### src/rtl/m4te_ram.sv
// Generic single-port-write, single-port-read RAM with a registered read.
module m4te_ram
#(
    parameter int WIDTH = 32,
    parameter int DEPTH = 4,
    localparam int AW   = (DEPTH > 1) ? $clog2(DEPTH) : 1
)
(
    input  logic             clk,
    input  logic             we,
    input  logic [AW-1:0]    waddr,
    input  logic [WIDTH-1:0] wdata,
    input  logic [AW-1:0]    raddr,
    output logic [WIDTH-1:0] rdata
);

    logic [WIDTH-1:0] mem_reg [DEPTH];
    logic [WIDTH-1:0] rdata_reg;

    // Write and registered read; a read in the cycle after a write sees new data.
    always_ff @(posedge clk)
    begin
        if (we)
        begin
            mem_reg[waddr] <= wdata;
        end
        rdata_reg <= mem_reg[raddr];
    end

    assign rdata = rdata_reg;

endmodule

### config.mk
export PLATFORM = sky130hd
export DESIGN_NAME = m4te_ram
export DESIGN_NICKNAME = d
export VERILOG_FILES = /design/src/rtl/m4te_ram.sv
export SDC_FILE = /design/constraint.sdc
export NUM_CORES = 1
export LEC_CHECK = 0
export ABC_AREA = 1
export BUFFER_PORTS_ARGS = -buffer_cell sky130_fd_sc_hd__buf_2
export CORE_MARGIN = 4
export CORE_UTILIZATION = 50
export DETAILED_ROUTE_END_ITERATION = 7
export PLACE_DENSITY = 0.8
export SYNTH_ARGS = -nofsm -noshare
export SYNTH_HDL_FRONTEND = slang
export SYNTH_SLANG_ARGS = --single-unit
### constraint.sdc
create_clock -name clk -period 5.05 [get_ports clk]
set_input_delay 0.2525 -clock clk [delete_from_list [all_inputs] [get_ports clk]]
set_output_delay 0.2525 -clock clk [all_outputs]
set_load 0.01 [all_outputs]
* Word-level counts from Yosys, hierarchy flattened
Memory sizes are Yosys's and may differ from the RTL's. A register that Yosys moved wholly into a read port is not among the register bits.
Cells that the tools add are included.
** Cells by class
- Muxes and demuxes :: 2
** Operator list (number)
- $mux W1 :: 2
** Storage, ports and cells
- Logic and storage cells :: 3
- Register bits :: 0
- Memories kept :: 1
- Memory bits (writable) :: 128
- Input port bits :: 38
** Memory list
- mem_reg :: depth 4, bits a word 32, rd ports 1, clocked after memory_dff 1, wr ports 1, RTL line 17 : logic [WIDTH-1:0] mem_reg [DEPTH];

* Longest topological paths before layout
Gate-level depths: netlist of run 1.
- Depth in word-level cells :: 2
- Depth in mapped cells :: 5

* Worst setup path after synthesis of run 1
No wires, ideal clock.
- Path type :: in2reg
- From :: input waddr[1]
- To :: memory mem_reg[0][0], enable pin
- Data required time :: 4589 ps
- Slack :: 2056 ps
- Stages on the path :: 1
- Path buffers :: 0
- Data arrival time :: 2532 ps
- Cells stage by stage :: nor3_1
** RTL lines
- start, declared :: RTL line 11 : input logic [AW-1:0] waddr,
- end, declared :: RTL line 17
Straight into the memory's write port.

==> results of run 1 <==
==> kinds of logic (layout without fill, tap and decap cells) <==
group         Yosys count  in the layout  share of synthesized area [%]
buf+inv               153            239                           10.7
flops                 160            160                           73.8
simple gates          228            228                           15.5
==> stage by stage <==
stage	instances	power, mW
2_1_floorplan	541	1.66
3_3_place_gp	742	1.72
3_5_place_dp	742	1.73
4_1_cts	774	2.94
5_1_grt	774	3.03
6_report	774	2.93
==> where the power goes <==
group          total (mW)  internal (mW)  leakage (nW)  switching, mW
registers            1.53           1.50          1.45         0.0214
logic               0.183         0.0605          1.56          0.123
clock network        1.23          0.754         0.290          0.471
total                2.93           2.32          3.29          0.616
==> critical path, stage by stage <==
cell,delay [ns]
buf_2,0.55
inv_1,0.77
nand3_1,0.35
nand2_1,0.09
==> final timing paths <==
| path | slack, ns | to | start |
|---|---|---|---|
| hold reg to reg | 0.54 | rdata[15]$_DFF_P_ | mem_reg[0][15]$_DFFE_PP_ |
| hold / removal | 0.05 | mem_reg[0][14]$_DFFE_PP_ | wdata[14] |
| setup / recovery | 3.30 | rdata[10]$_DFF_P_ | raddr[1] |
| setup reg to reg | 4.15 | rdata[21]$_DFF_P_ | mem_reg[2][21]$_DFFE_PP_ |
==> layer usage <==
layer  part of all wire [%]  vias to the layer above
met5                   0.23                        -
met4                    2.9                        4
met3                    7.0                       36
met2                     52                      154
met1                     38                     1773
li1                       -                     1831
==> cell usage in the layout, fill, tap and decap left out <==
master	count
nand2_1	160
clkinv_2	4
buf_2	69
clkbuf_8	3
dfxtp_1	32
inv_2	1
nor3_2	4
inv_1	132
edfxtp_1	128
nand3_1	64
clkbuf_1	5
clkbuf_16	20
buf_4	5
==> cell type report <==
| cell class | instances | share of cell area [%] |
|---|---|---|
| clock inverters | 4 | 0.282 |
| flip-flops and latches | 160 | 63.2 |
| multi-input cells | 228 | 13.5 |
| well taps | 147 | 2.59 |
| repair buffers | 74 | 5.40 |
| clock buffers | 28 | 7.90 |
| inverters | 133 | 7.04 |
==> metrics.md, run 1 <==
| Metric | Value |
|---|---|
| Status | `finished clean` |
| Half-perimeter wire length after placement | `~6.4 mm` |
| Storage element area | `approximately 0.0045 sq mm` |
| Maximum clock path buffer count | `2` |
| Hold path cells | `1` |
| Mapped Area | `roughly 0.006 sq mm` |
| Power Dens Cells | `about 410 mW/mm^2` |
| Place WS | `about 3 ns` |
| Vias | `around 3800` |
| Starting Density | `about half` |
| Worst VDD drop | `~0.28 mV` |
| Synth Flop Type | `edfxtp_1` |
| CP Capture Type | `flop` |
| Post-synth top area share | `63.2%` |
| GPL Wtd Cong | `a little under 0.7` |
| Fin crit period | `1.75 ns` |
| Fin Hold WS | `roughly 0.048 ns` |
| Die width | `about 120 um` |
| Net Count, Synth | `579` |
| Max_cap viols | `0` |
| Clock skew | `0.00594 ns` |
| Initial antenna violation count | `2` |
| Setup TNS Final | `0 ns` |
| Period utilization | `roughly a third` |
| # clock sinks | `160` |
| Chip height | `approximately 120 um` |
| Worst Path Arrival | `slightly above 2 ns` |
| CP Class | `input pin to flop` |
| Fin util | `around 59%` |
| Lkg Pwr | `about 3.3 nW` |
| Final Hold Vio Count | `0` |
| Post-Syn Instances | `541` |
| Synth area leader | `edfxtp_1` |
| Share of layout cells above drive strength 1 | `between 10% and 20%` |
| Core area | `around 0.012 sq mm` |
| Met2 GRT Util | `roughly a third` |
| First-pass GRT wire length | `18.9 mm` |
| Post-Syn Area per Cell | `11.2 sq um` |
| CTS buffer count | `17` |
| Required @ worst endpoint | `about 5.3 ns` |
| Worst-Margin Slew | `between 1 and 1.5 ns` |
| DR iter-0 viols | `~240` |
| Synth area leaders | `edfxtp_1 63%, dfxtp_1 11%, nand2_1 9.9%` |
| Antenna Diode Count | `0` |
| Synth warnings | `0` |
| Wirelength per Cell | `between 15 and 20 um` |
| Routed vias/inst | `4.91` |
| Critical path peak fanout | `33` |
| Tightest Hold Check Type | `input pin to flop` |
| Port Buf Inserts | `69` |
| Synth unique cells | `10` |
| Root buffer cell | `clkbuf_16` |
| # H-tree levels | `4` |
| Crit start category | `input pin` |
| Routed Wire Length | `around 12 mm` |
| Post-CTS resize count | `0` |
| RSZ-0062 raised after global routing | `false` |
| Fmax | `0.572 GHz` |
| Congestion Overflow GR | `0` |
| Fillers | `868` |
| Most Used Layer, Global Route | `met2` |
| Area delta synth->final | `16.7%` |
| Placed inst area | `roughly 0.0065 sq mm` |
| GR Layer Usage met1 | `19.1%` |
| Post-synth EDFFs | `128` |
| Fraction of the yosys area taken by sequential cells | `73.8%` |
| Io pins | `70` |
| Hold_buf cts | `0` |
| Slew Limit Fails | `0` |
| Row Count | `40` |
| CTS tree | `done` |
| Area of the multi-input gates | `around 960 sq um` |
| Most frequent cell after synthesis | `nand2_1` |
| First drt pass iteration count | `6` |
| Die area | `0.0140 sq mm` |
| Post-CTS Setup Bufs | `0` |
| GRT met3 Usage | `approximately 5%` |
| Synth top cells by count | `160 x nand2_1, 132 x inv_1, 128 x edfxtp_1` |
| Seq cells post-synth | `160` |
| Reg2reg path depth | `4` |
| Post-layout nets | `~650` |
| Vias in the first global route | `approximately 4000` |
| Max reg flops | `between 100 and 150` |
| Worst skew pair latency | `between 0.4 and 0.5 ns` |
| GRT Util Overall | `between 10% and 20%` |
| Setup ws final | `3.30 ns` |
| Reg clk slew, reported paths | `roughly 0.060 ns` |
| Asr flop ratio synth | `0%` |
| Slew headroom | `16.9%` |
| Design Area, Final | `roughly 0.007 sq mm` |
| Residual DRC | `0` |
| Final setup fails | `0` |
| Largest net degree at the start of global routing | `between 60 and 70` |
| Detail Route Antenna Nets | `0` |
Power figures use the tool's default switching activity.
==> run 2, diff against run 1 <==
--- a/config.mk
+++ b/config.mk
@@ -10,7 +10,7 @@
 export CORE_MARGIN = 4
 export CORE_UTILIZATION = 50
 export DETAILED_ROUTE_END_ITERATION = 7
-export PLACE_DENSITY = 0.8
+export PLACE_DENSITY = 0.83
 export SYNTH_ARGS = -nofsm -noshare
 export SYNTH_HDL_FRONTEND = slang
 export SYNTH_SLANG_ARGS = --single-unit
==> constraint.sdc (replaced) <==
create_clock -name clk -period 1.5 [get_ports clk]
set_input_delay 0.075 -clock clk [delete_from_list [all_inputs] [get_ports clk]]
set_output_delay 0.075 -clock clk [all_outputs]
set_load 0.01 [all_outputs]
==> metrics.md, run 2 (synthesized netlist as in run 1, its figures left out) <==
| Metric | Value |
|---|---|
| R2R setup slack | `around 0.7 ns` |
| Worst Path Arrival | `approximately 0.92 ns` |
| Vias in the first global route | `about 4200` |
| Maximum clock path buffer count | `2` |
| # clock sinks | `160` |
| RSZ-0062 raised after global routing | `false` |
| Clock power frac | `about two fifths` |
| Fmax | `~1.0 GHz` |
| Required @ worst endpoint | `1.42 ns` |
| Net Sw Power | `2.14 mW` |
| Met3 WL | `about 750 um` |
| Clock skew | `0.00742 ns` |
| Status | `finished clean` |
| P_int | `about 7.8 mW` |
| Wirelength per Cell | `around 15 um` |
| CP Capture Type | `primary output` |
| Lkg Pwr | `3.46 nW` |
| Die area | `about 0.014 sq mm` |
| Critical path peak fanout | `1` |
| Sw Share | `a little over a fifth` |
| Met2 WL | `roughly 6.5 mm` |
| First drt pass iteration count | `7` |
| Final setup fails | `0` |
| Detail Route Antenna Nets | `0` |
| Period utilization | `roughly two thirds` |
| Buf+Inv Stages, Crit Path | `1` |
| Worst VDD drop | `0.905 mV` |
| CTS tree | `done` |
| Root buffer cell | `clkbuf_16` |
| Congestion Overflow GR | `0` |
| Worst skew pair latency | `0.41 ns` |
| Starting Density | `approximately 50%` |
| Power Dens Cells | `1320 mW/mm^2` |
| Largest net degree at the start of global routing | `35` |
| Met1 wire length | `~4.5 mm` |
| Worst-Margin Slew | `between 0.3 and 0.4 ns` |
| Core area | `roughly 0.012 sq mm` |
| Slew headroom | `approximately three quarters` |
| Setup ws final | `slightly above 0.5 ns` |
| Antenna Diode Count | `0` |
| First-pass GRT wire length | `around 20 mm` |
| Critical path's top delay family | `flip-flops` |
| Max reg flops | `between 100 and 150` |
| Crit start category | `flop` |
| Area delta synth->final | `23.8%` |
| Io pins | `70` |
| Share of layout cells above drive strength 1 | `around 17%` |
| Seq pwr share | `between 50 and 60%` |
| Vias | `3989` |
| CTS buffer count | `17` |
| Setup TNS Final | `0 ns` |
| GPL Wtd Cong | `roughly 0.7` |
| Initial antenna violation count | `0` |
| Fin util | `between 60% and 70%` |
| Post-layout nets | `691` |
| Die width | `between 100 and 150 um` |
| Slew Limit Fails | `0` |
| Max_cap viols | `0` |
| Reg clk slew, reported paths | `approximately 0.060 ns` |
| Residual DRC | `0` |
| Most frequent cells in the layout | `160 x nand2_1, 132 x inv_1, 128 x edfxtp_1` |
| Final Hold Vio Count | `0` |
| Half-perimeter wire length after placement | `just under 7 mm` |
| Highest routed layer | `met4` |
| Place WS | `about 0.35 ns` |
| GRT Util Overall | `18.4%` |
| Commonest non-fill, non-tap cell in the layout | `nand2_1` |
| Worst path slowest cell | `dfxtp_1` |
| Chip height | `between 100 and 150 um` |
| Port Buf Inserts | `69` |
| # H-tree levels | `4` |
| Final Non-Filler Cells | `812` |
| Fin crit period | `0.992 ns` |
| Routed vias/inst | `roughly 4.9` |
| Comb pwr share | `around 7.3%` |
| Row Count | `40` |
| Max incr delay on CP | `between 0.3 and 0.4 ns` |
| CP Class | `flop to primary output` |
| Placed Cells | `~750` |
| Routed Wire Length | `roughly 12 mm` |
| DR iter-0 viols | `234` |
| Tightest Hold Check Type | `input pin to flop` |
| CP cell instances | `buf_2` |
-- run 2: changes by cell type in the layout (fill, tap and decap cells not counted), sizes merged --
cell | before | now
bufinv | 0 | 2
clkbuf | 28 | 21
buf | 74 | 81
dlygate4sd3 | 0 | 32
clkinv | 4 | 3
clkinvlp | 0 | 4
inv | 133 | 134
-- run 2: stage by stage --
stage | hold WS, ns | cell area (sq um) | total power, mW
6_report | 0.0668 | 7520 | 9.96
4_1_cts | 0.0556 | 7520 | 9.99
2_1_floorplan | 0.174 | 6100 | 5.58
3_3_place_gp | 0.284 | 6640 | 5.82
3_5_place_dp | 0.297 | 6640 | 5.86
5_1_grt | 0.0685 | 7520 | 10.4
-- run 2: path summary, 6_finish.rpt --
check                            from                end  cells after the start
min                          raddr[1]  rdata[16]$_DFF_P_                      3
max reg2reg  mem_reg[3][11]$_DFFE_PP_  rdata[11]$_DFF_P_                      4
max                  rdata[0]$_DFF_P_           rdata[0]                      1
min reg2reg  mem_reg[1][28]$_DFFE_PP_  rdata[28]$_DFF_P_                      4
-- run 2: power groups by stage --
stage	Sequential, mW	Combinational, mW	Clock (mW)
2_1_floorplan	5.25	0.328	0
3_3_place_gp	5.21	0.609	0
3_5_place_dp	5.22	0.644	0
4_1_cts	5.13	0.723	4.14
5_1_grt	5.14	0.806	4.41
6_report	5.13	0.725	4.10
-- run 2: what timing repair did --
action                                 CTS  global route
hold buffers                            32             0
gates resized for setup                  0             0
setup buffers                            0             0
endpoints found under the hold margin  128             0
-- run 2: final cells by class --
type                       instances  area, sq um
inverter                         133          499
sequential                       160         4480
clock inverter                    10          114
fill                             823         4440
multi-input combinational        228          986
clock buffer                      21          450
tap                              147          184
timing repair buffer             113          806
-- run 2: worst reg2reg max path: stages, from the launching register on --
cell      delay, ns
edfxtp_1       0.40
inv_1          0.10
nand2_1        0.06
nand3_1        0.08
nand2_1        0.06
-- run 2: metal layers --
metal | up-vias | GRT usage, %
met5 | - | 0
met4 | 0 | 9.74
met3 | 35 | 5.31
met2 | 167 | 33.0
met1 | 1882 | 19.4
li1 | 1905 | -
